$ cat src/stkt_pkg.sv
package stkt_pkg;

   // Table geometry.
   localparam int DEPTH      = 10;
   localparam int NAME_BYTES = 8;
   localparam int IDX_W      = $clog2(DEPTH);

   // Fixed field widths of the request and response transactions.
   localparam int NAME_W     = 64;
   localparam int NAME_LANES = NAME_W / 8;
   localparam int SCORE_W    = 32;
   localparam int SLOT_W     = 6;
   localparam int POS_W      = 5;

   typedef logic [NAME_W-1:0]         name_type;
   typedef logic signed [SCORE_W-1:0] score_type;
   typedef logic [SLOT_W-1:0]         slot_type;
   typedef logic [POS_W-1:0]          pos_type;
   typedef logic [IDX_W-1:0]          idx_type;

   typedef enum logic [1:0] {
      REQ_INSERT = 2'd0,
      REQ_READ   = 2'd1,
      REQ_REMOVE = 2'd2,
      REQ_FIND   = 2'd3
   } req_kind_type;

   typedef enum logic [1:0] {
      ST_OK       = 2'd0,
      ST_REJECT   = 2'd1,
      ST_RANGE    = 2'd2,
      ST_NO_MATCH = 2'd3
   } status_type;

   localparam idx_type  IDX_LAST   = idx_type'(DEPTH - 1);
   localparam idx_type  IDX_PRE    = idx_type'(DEPTH - 2);
   localparam slot_type DEPTH_SLOT = slot_type'(DEPTH);

   // Keep the low NAME_BYTES bytes and clear everything after the first zero byte,
   // so that two names compare equal exactly when the strings do.
   function automatic name_type norm_name(input name_type raw);
      name_type res;
      logic     live;
      res  = '0;
      live = 1'b1;
      for (int i = 0; i < NAME_LANES; i++) begin
         if (i >= NAME_BYTES || raw[8*i +: 8] == 8'h00) begin
            live = 1'b0;
         end
         if (live) begin
            res[8*i +: 8] = raw[8*i +: 8];
         end
      end
      return res;
   endfunction

   // The string "(Empty)" with its first character in the low byte.
   localparam name_type EMPTY_NAME_RAW = 64'h0029_7974_706D_4528;
   localparam name_type EMPTY_NAME     = norm_name(EMPTY_NAME_RAW);

endpackage

$ cat src/sorted_top_k_table_top.sv
// Sorted top-k table: DEPTH entries of a name and a signed score, kept in descending score
// order in a dual-port synchronous memory (one read and one write per cycle, read data
// registered). One request transaction is worked at a time; the request side is stalled
// until its last response is loaded into the output register, which then waits on its own.
// Every step that touches the table moves one entry per cycle through that memory, unless a
// stalled output holds a find, so the cost of a request follows the entries it visits: read
// fetches its entry, remove walks from the index to the bottom, insert checks the bottom and
// top and walks up from the bottom to its place, find counts matches over the whole table and
// walks down to the last match; rejects and out-of-range requests skip the walk, and response
// stalls add to any request. After reset the table reads as all "(Empty)" with score 0 at once;
// per-entry valid flags stand in for the reset contents, so no clearing pass is needed.
module sorted_top_k_table_top (
   input  logic                     clock,
   input  logic                     reset,
   input  logic                     req_valid,
   output logic                     req_stall,
   input  stkt_pkg::req_kind_type   req_type,
   input  stkt_pkg::name_type       req_key_name,
   input  stkt_pkg::score_type      req_new_score,
   input  stkt_pkg::slot_type       req_slot_index,
   output logic                     rsp_valid,
   input  logic                     rsp_stall,
   output stkt_pkg::status_type     rsp_status,
   output stkt_pkg::pos_type        rsp_entry_position,
   output stkt_pkg::name_type       rsp_entry_name,
   output stkt_pkg::score_type      rsp_entry_score,
   output logic                     rsp_last_of_run
);
   import stkt_pkg::*;

   typedef enum logic [9:0] {
      S_IDLE     = 10'b00_0000_0001,
      S_INS_BOT  = 10'b00_0000_0010,
      S_INS_TOP  = 10'b00_0000_0100,
      S_INS_SCAN = 10'b00_0000_1000,
      S_INS_PUT  = 10'b00_0001_0000,
      S_RD_WAIT  = 10'b00_0010_0000,
      S_REM_SCAN = 10'b00_0100_0000,
      S_F_CNT    = 10'b00_1000_0000,
      S_F_EMIT   = 10'b01_0000_0000,
      S_OUT      = 10'b10_0000_0000
   } state_type;

   // Control state.
   state_type        state_ff, state_in;
   logic [DEPTH-1:0] ent_valid_ff, ent_valid_in;
   logic             rsp_valid_ff, rsp_valid_in;

   // Working registers of the current transaction.
   idx_type      cur_ff, cur_in;
   idx_type      pos_ff, pos_in;
   idx_type      idx_ff, idx_in;
   idx_type      last_ff, last_in;
   logic         top_ff, top_in;
   logic         hit_ff, hit_in;
   req_kind_type kind_ff, kind_in;
   name_type     key_ff, key_in;
   score_type    score_ff, score_in;

   // Pending single response, sent from S_OUT.
   status_type res_status_ff, res_status_in;
   pos_type    res_pos_ff, res_pos_in;
   name_type   res_name_ff, res_name_in;
   score_type  res_score_ff, res_score_in;

   // Output register.
   status_type rsp_status_ff, rsp_status_in;
   pos_type    rsp_pos_ff, rsp_pos_in;
   name_type   rsp_name_ff, rsp_name_in;
   score_type  rsp_score_ff, rsp_score_in;
   logic       rsp_last_ff, rsp_last_in;

   // Table memory and its port.
   name_type  tbl_name_mem [DEPTH];
   score_type tbl_score_mem [DEPTH];
   name_type  rd_name_ff;
   score_type rd_score_ff;
   logic      rd_val_ff;
   idx_type   rd_addr;
   logic      wr_en;
   idx_type   wr_addr;
   name_type  wr_name;
   score_type wr_score;
   logic      clr_last;

   // Helpers.
   name_type  ent_name;
   score_type ent_score;
   logic      out_free;
   logic      out_load;
   logic      ent_match;
   logic      shift_down;
   idx_type   cur_inc;
   idx_type   cur_dec;

   // An entry never written since reset, or cleared by a remove, reads as the empty entry.
   assign ent_name  = rd_val_ff ? rd_name_ff : EMPTY_NAME;
   assign ent_score = rd_val_ff ? rd_score_ff : '0;
   assign ent_match = (ent_name == key_ff);
   assign out_free  = !rsp_valid_ff || !rsp_stall;
   assign cur_inc   = cur_ff + idx_type'(1);
   assign cur_dec   = cur_ff - idx_type'(1);
   assign shift_down = top_ff || (cur_ff != '0 && score_ff >= ent_score);

   assign req_stall          = (state_ff != S_IDLE);
   assign rsp_valid          = rsp_valid_ff;
   assign rsp_status         = rsp_status_ff;
   assign rsp_entry_position = rsp_pos_ff;
   assign rsp_entry_name     = rsp_name_ff;
   assign rsp_entry_score    = rsp_score_ff;
   assign rsp_last_of_run    = rsp_last_ff;

   // Sequencer: issues one table read per cycle and acts on the data of the previous one.
   always_comb begin
      state_in      = state_ff;
      cur_in        = cur_ff;
      pos_in        = pos_ff;
      idx_in        = idx_ff;
      last_in       = last_ff;
      top_in        = top_ff;
      hit_in        = hit_ff;
      kind_in       = kind_ff;
      key_in        = key_ff;
      score_in      = score_ff;
      res_status_in = res_status_ff;
      res_pos_in    = res_pos_ff;
      res_name_in   = res_name_ff;
      res_score_in  = res_score_ff;
      rd_addr       = cur_ff;
      wr_en         = 1'b0;
      wr_addr       = cur_ff;
      wr_name       = ent_name;
      wr_score      = ent_score;
      clr_last      = 1'b0;
      out_load      = 1'b0;
      rsp_status_in = res_status_ff;
      rsp_pos_in    = res_pos_ff;
      rsp_name_in   = res_name_ff;
      rsp_score_in  = res_score_ff;
      rsp_last_in   = 1'b1;

      unique case (state_ff)
         S_IDLE: begin
            if (req_valid) begin
               kind_in  = req_type;
               key_in   = norm_name(req_key_name);
               score_in = req_new_score;
               idx_in   = req_slot_index[IDX_W-1:0];
               unique case (req_type)
                  REQ_INSERT: begin
                     rd_addr  = IDX_LAST;
                     state_in = S_INS_BOT;
                  end
                  REQ_READ, REQ_REMOVE: begin
                     if (req_slot_index < DEPTH_SLOT) begin
                        rd_addr  = req_slot_index[IDX_W-1:0];
                        state_in = S_RD_WAIT;
                     end else begin
                        res_status_in = ST_RANGE;
                        res_pos_in    = '0;
                        res_name_in   = '0;
                        res_score_in  = '0;
                        state_in      = S_OUT;
                     end
                  end
                  REQ_FIND: begin
                     rd_addr  = '0;
                     cur_in   = '0;
                     hit_in   = 1'b0;
                     state_in = S_F_CNT;
                  end
                  default: begin
                     state_in = S_IDLE;
                  end
               endcase
            end
         end

         // Reject when the new score is below the bottom entry.
         S_INS_BOT: begin
            if (score_ff < ent_score) begin
               res_status_in = ST_REJECT;
               res_pos_in    = '0;
               res_name_in   = '0;
               res_score_in  = '0;
               state_in      = S_OUT;
            end else begin
               rd_addr  = '0;
               state_in = S_INS_TOP;
            end
         end

         // A score at or above the top entry goes to the top and moves everything down.
         S_INS_TOP: begin
            top_in   = (score_ff >= ent_score);
            cur_in   = IDX_PRE;
            rd_addr  = IDX_PRE;
            state_in = S_INS_SCAN;
         end

         // Walk up from the bottom, moving each passed entry one place down.
         S_INS_SCAN: begin
            if (shift_down) begin
               wr_en   = 1'b1;
               wr_addr = cur_inc;
               if (cur_ff == '0) begin
                  pos_in   = '0;
                  state_in = S_INS_PUT;
               end else begin
                  cur_in  = cur_dec;
                  rd_addr = cur_dec;
               end
            end else begin
               pos_in   = cur_inc;
               state_in = S_INS_PUT;
            end
         end

         S_INS_PUT: begin
            wr_en         = 1'b1;
            wr_addr       = pos_ff;
            wr_name       = key_ff;
            wr_score      = score_ff;
            res_status_in = ST_OK;
            res_pos_in    = pos_type'(pos_ff);
            res_name_in   = key_ff;
            res_score_in  = score_ff;
            state_in      = S_OUT;
         end

         // Report the addressed entry; a remove then closes the gap.
         S_RD_WAIT: begin
            res_status_in = ST_OK;
            res_pos_in    = pos_type'(idx_ff);
            res_name_in   = ent_name;
            res_score_in  = ent_score;
            if (kind_ff == REQ_REMOVE) begin
               if (idx_ff == IDX_LAST) begin
                  clr_last = 1'b1;
                  state_in = S_OUT;
               end else begin
                  cur_in   = idx_ff;
                  rd_addr  = idx_ff + idx_type'(1);
                  state_in = S_REM_SCAN;
               end
            end else begin
               state_in = S_OUT;
            end
         end

         // Data here is the entry below cur; it moves up into cur.
         S_REM_SCAN: begin
            wr_en   = 1'b1;
            wr_addr = cur_ff;
            if (cur_inc == IDX_LAST) begin
               clr_last = 1'b1;
               state_in = S_OUT;
            end else begin
               cur_in  = cur_inc;
               rd_addr = cur_inc + idx_type'(1);
            end
         end

         // First pass of a find: note whether anything matches and where the last match is.
         S_F_CNT: begin
            if (ent_match) begin
               hit_in  = 1'b1;
               last_in = cur_ff;
            end
            if (cur_ff == IDX_LAST) begin
               if (hit_ff || ent_match) begin
                  cur_in   = '0;
                  rd_addr  = '0;
                  state_in = S_F_EMIT;
               end else begin
                  res_status_in = ST_NO_MATCH;
                  res_pos_in    = '0;
                  res_name_in   = '0;
                  res_score_in  = '0;
                  state_in      = S_OUT;
               end
            end else begin
               cur_in  = cur_inc;
               rd_addr = cur_inc;
            end
         end

         // Second pass: send each match; the read address holds while the output is busy.
         S_F_EMIT: begin
            if (ent_match) begin
               if (out_free) begin
                  out_load      = 1'b1;
                  rsp_status_in = ST_OK;
                  rsp_pos_in    = pos_type'(cur_ff);
                  rsp_name_in   = ent_name;
                  rsp_score_in  = ent_score;
                  rsp_last_in   = (cur_ff == last_ff);
                  if (cur_ff == last_ff) begin
                     state_in = S_IDLE;
                  end else begin
                     cur_in  = cur_inc;
                     rd_addr = cur_inc;
                  end
               end
            end else begin
               cur_in  = cur_inc;
               rd_addr = cur_inc;
            end
         end

         S_OUT: begin
            if (out_free) begin
               out_load = 1'b1;
               state_in = S_IDLE;
            end
         end

         default: begin
            state_in = S_IDLE;
         end
      endcase
   end

   // Entry valid flags: set by any write, cleared at the bottom when a remove empties it.
   always_comb begin
      ent_valid_in = ent_valid_ff;
      if (wr_en) begin
         ent_valid_in[wr_addr] = 1'b1;
      end
      if (clr_last) begin
         ent_valid_in[IDX_LAST] = 1'b0;
      end
   end

   // Output register holds a response transaction until the receiver takes it.
   always_comb begin
      if (out_load) begin
         rsp_valid_in = 1'b1;
      end else if (!rsp_stall) begin
         rsp_valid_in = 1'b0;
      end else begin
         rsp_valid_in = rsp_valid_ff;
      end
   end

   // Control registers.
   always_ff @(posedge clock) begin
      if (reset) begin
         state_ff     <= S_IDLE;
         ent_valid_ff <= '0;
         rsp_valid_ff <= 1'b0;
      end else begin
         state_ff     <= state_in;
         ent_valid_ff <= ent_valid_in;
         rsp_valid_ff <= rsp_valid_in;
      end
   end

   // Payload registers.
   always_ff @(posedge clock) begin
      cur_ff        <= cur_in;
      pos_ff        <= pos_in;
      idx_ff        <= idx_in;
      last_ff       <= last_in;
      top_ff        <= top_in;
      hit_ff        <= hit_in;
      kind_ff       <= kind_in;
      key_ff        <= key_in;
      score_ff      <= score_in;
      res_status_ff <= res_status_in;
      res_pos_ff    <= res_pos_in;
      res_name_ff   <= res_name_in;
      res_score_ff  <= res_score_in;
      if (out_load) begin
         rsp_status_ff <= rsp_status_in;
         rsp_pos_ff    <= rsp_pos_in;
         rsp_name_ff   <= rsp_name_in;
         rsp_score_ff  <= rsp_score_in;
         rsp_last_ff   <= rsp_last_in;
      end
   end

   // Table memory: one write and one registered read per cycle.
   always_ff @(posedge clock) begin
      if (wr_en) begin
         tbl_name_mem[wr_addr]  <= wr_name;
         tbl_score_mem[wr_addr] <= wr_score;
      end
      rd_name_ff  <= tbl_name_mem[rd_addr];
      rd_score_ff <= tbl_score_mem[rd_addr];
      rd_val_ff   <= ent_valid_ff[rd_addr];
   end

   // A find response always carries the name that was searched for.
   a_find_name: assert property (@(posedge clock) disable iff (reset)
      (state_ff == S_F_EMIT && out_load) |=> (rsp_name_ff == $past(key_ff)))
      else $error("find response name differs from the search key");

   // The emit pass only runs after the count pass saw a match, and never passes the last one.
   a_find_range: assert property (@(posedge clock) disable iff (reset)
      (state_ff == S_F_EMIT) |-> (hit_ff && cur_ff <= last_ff))
      else $error("find emit pass outside the matched range");

   // The remove walk stays above the bottom entry, which is emptied separately.
   a_rem_range: assert property (@(posedge clock) disable iff (reset)
      (state_ff == S_REM_SCAN) |-> (cur_ff < IDX_LAST))
      else $error("remove walk ran past the table");

   // The insert position always lies inside the table.
   a_ins_pos: assert property (@(posedge clock) disable iff (reset)
      (state_ff == S_INS_PUT) |-> (pos_ff <= IDX_LAST))
      else $error("insert position outside the table");

endmodule

$ cat config.mk
export PLATFORM = sky130hd
export DESIGN_NAME = sorted_top_k_table_top
export DESIGN_NICKNAME = d
export VERILOG_FILES = /design/src/stkt_pkg.sv /design/src/sorted_top_k_table_top.sv
export SDC_FILE = /design/constraint.sdc
export NUM_CORES = 2
export LEC_CHECK = 0
export BUFFER_PORTS_ARGS = -buffer_cell sky130_fd_sc_hd__buf_4
export CAP_MARGIN = 20
export CORE_ASPECT_RATIO = 1.5
export CORE_MARGIN = 1.5
export CORE_UTILIZATION = 50
export DETAILED_ROUTE_END_ITERATION = 10
export MAX_ROUTING_LAYER = met4
export PLACE_DENSITY_LB_ADDON = 0.15
export SETUP_SLACK_MARGIN = 0.4
export SLEW_MARGIN = 25
export SYNTH_ARGS = -nofsm -noshare
export SYNTH_HDL_FRONTEND = slang
export SYNTH_SLANG_ARGS = --single-unit
$ cat constraint.sdc
create_clock -name clock -period 30.1 [get_ports clock]
set_clock_uncertainty 0.05 [all_clocks]
set_input_delay 7.525 -clock clock [delete_from_list [all_inputs] [get_ports clock]]
set_output_delay 7.525 -clock clock [all_outputs]
set_load 0.02 [all_outputs]
==> flow_metrics.tcl <==
set metrics [dict create \
    rows 152 \
    drt_pre_antenna_iters 6 \
    finalCritPeriodShare_pct 39.2 \
    grt_max_degree 212 \
    seq_area_frac_synth_pct 70.5 \
    status "finished, final reports clean" \
    utilization_pct 57.0 \
    slew_headroom_pct 26.0 \
    grtUsageTotal_pct 27.1 \
    startpoint_type "primary input" \
    ctsResizeCount 0 \
    final-seq-area_um2 40800 \
    crit_chain "buf_4 -> a21o_1 -> nand2_1 -> or4_1 -> o21ba_1 -> o311ai_4 -> buf_6 -> buf_4 -> buf_4 -> mux2_2 -> o211ai_1 -> a31oi_1" \
    synth_seq_cells 1399 \
    fin_crit_ns 11.80 \
    grt_pass1_vias 34256 \
    cts_tree "done" \
    final_nets 4364 \
    postSynth.asyncResetShare_pct 0 \
    dr_total_vias 35258 \
    vias_per_cell 6.01 \
    crit_path_frequent_cell "buf_4" \
    syn_nets 4215 \
    worst_pin_slew_ns 1.10 \
    die_x_um 281 \
    path_max_fanout 66 \
    end_kind "flop" \
    cp_top_family "buffers and inverters" \
    setup_tns_ns 0 \
    grt_antenna_before_repair 5 \
    final_common_cell "edfxtp_1" \
    drt_iter0_drc 3210 \
    cts_made_buffers 133 \
    slowest_stage "buf_4" \
    ctsLongestPathBuffers 3 \
    hold_buffers 0 \
    cts.reportedPaths.clkPinSlew_ns 0.06 \
    drt.antenna.violating_nets 0 \
    drv_cap 0 \
    synth_edf_count 1281 \
    start_util_pct 50.5 \
    multiInputGateArea_um2 15900 \
    power_density_nw_per_um2 81.8 \
    setup_ws_ns 18.30 \
    clk_latency_ns 0.77 \
    worstSetupPathType "in -> reg" \
    required_ns 30.65 \
    cts_sinks 1399 \
    finalSetupViolations 0 \
    syn_to_final_growth_pct 12.8 \
    gp_congestion 0.926 \
    grt_pass1_wl_um 225000 \
    core_region_area_um2 115000 \
    path_buf_inv 4 \
    maxSlewViolCount 0 \
    drive_gt1_share_pct 14.6 \
    ios 214 \
    wire_per_inst_um 26.4 \
    grt_overflow 0 \
    preCtsSetupSlack_ns 17.28 \
    worst_hold_slack_ns 0.432 \
    final_hold_viol_count 0 \
    numPortBuffers 212 \
    cts_setup_buffers 0 \
    synthCells 4067 \
    postSynthAreaPerCell_um2 14.2 \
    vdd_drop_max_uv 66.5 \
    cts-root-buf "clkbuf_16" \
    dieArea_um2 118000 \
    leakage_uw 0.0221 \
    syn_area_um2 57900 \
    synthFlopType "edfxtp_1" \
    nFillCells 9063 \
    critPathMaxStageDelay_ns 0.80 \
    dp_hpwl_um 88000 \
    final_cell_mix "1,281 x edfxtp_1, 407 x nand2_1, 263 x o21ai_0" \
    yosys_warnings 0 \
    drc 0 \
    rsz0062_at_grt "no" \
    worst_hold_path_type "reg -> reg" \
    die_y_um 420 \
    synthDistinctLibCells 85 \
    htreeDepth 4 \
    arrival_ns 12.35 \
    fmaxAchievable_mhz 84.7 \
    wl_um 155000 \
]
==> cell type report <==
cell class,count,area share (%)
flip-flops and latches,1399,62.5
multi-input cells,2380,24.4
clock buffers,177,5.63
repair buffers,268,3.29
well taps,1540,2.95
clock inverters,68,1.05
inverters,34,0.195
diodes,3,0.0115
==> flip-flops by register name, summed over array words and instances (netlist names), 2 cells and up <==
signal	flops
ent_valid_ff	10
rd_score_ff	32
res_name_ff	64
pos_ff	4
rsp_entry_score	32
cur_ff	4
last_ff	4
tbl_score_mem	320
kind_ff	2
res_score_ff	32
rsp_entry_name	64
tbl_name_mem	640
res_status_ff	2
rd_name_ff	64
rsp_status	2
key_ff	64
res_pos_ff	4
idx_ff	4
state_ff	10
rsp_entry_position	4
score_ff	32
==> power breakdown <==
group	switching [uW]	internal (uW)
combinational	762	384
clock	730	953
sequential	125	2390
==> layer usage <==
layer / track usage, % / share of wire [%] / vias to the layer above
met5: - / 0 / -
met4: 7.91 / 2.5 / 0
met3: 4.08 / 6.6 / 243
met2: 44.3 / 49 / 1353
met1: 35.2 / 41 / 17824
li1: - / - / 15838
==> per-stage QoR <==
step	cell area, um^2	power (uW)	std cells
finish	65300	5340	5869
global route	65300	5550	5868
CTS	65300	5360	5864
detailed placement	60900	3690	5619
global placement	60900	3670	5619
floorplan	57900	3310	4067
==> synthesized netlist by cell type, drive strengths merged (100+ instances only) <==
library cell	instances	area share, %
o21ai	304	2.6
a211oi	100	1.3
edfxtp	1281	66
a31oi	105	1.1
o211ai	103	1.3
clkbuf	174	1.1
mux2i	201	3.5
nor2	189	1.2
and2	162	1.7
nand2	408	2.6
dfxtp	118	4.1
mux2	195	3.8
==> final timing paths <==
| kind | from | to | slack [ns] | depth (start not counted) |
|---|---|---|---|---|
| max reg2reg | rd_val_ff | rd_name_ff[62] | 21.63 | 14 |
| min reg2reg | ent_valid_ff[1] | ent_valid_ff[1] | 0.43 | 1 |
| max | rsp_stall | rd_name_ff[62] | 18.30 | 12 |
| min | ent_valid_ff[1] | ent_valid_ff[1] | 0.43 | 1 |
==> logic make-up after synthesis <==
| group | synth area share (%) |
|---|---|
| mux | 7.27 |
| compound gates | 9.86 |
| buf+inv | 2.25 |
| other cells | 0.00648 |
| simple gates | 8.75 |
| flops | 70.5 |
| fa+ha+maj | 0.864 |
| xor+xnor | 0.499 |
(Power assumes the default switching activity.)
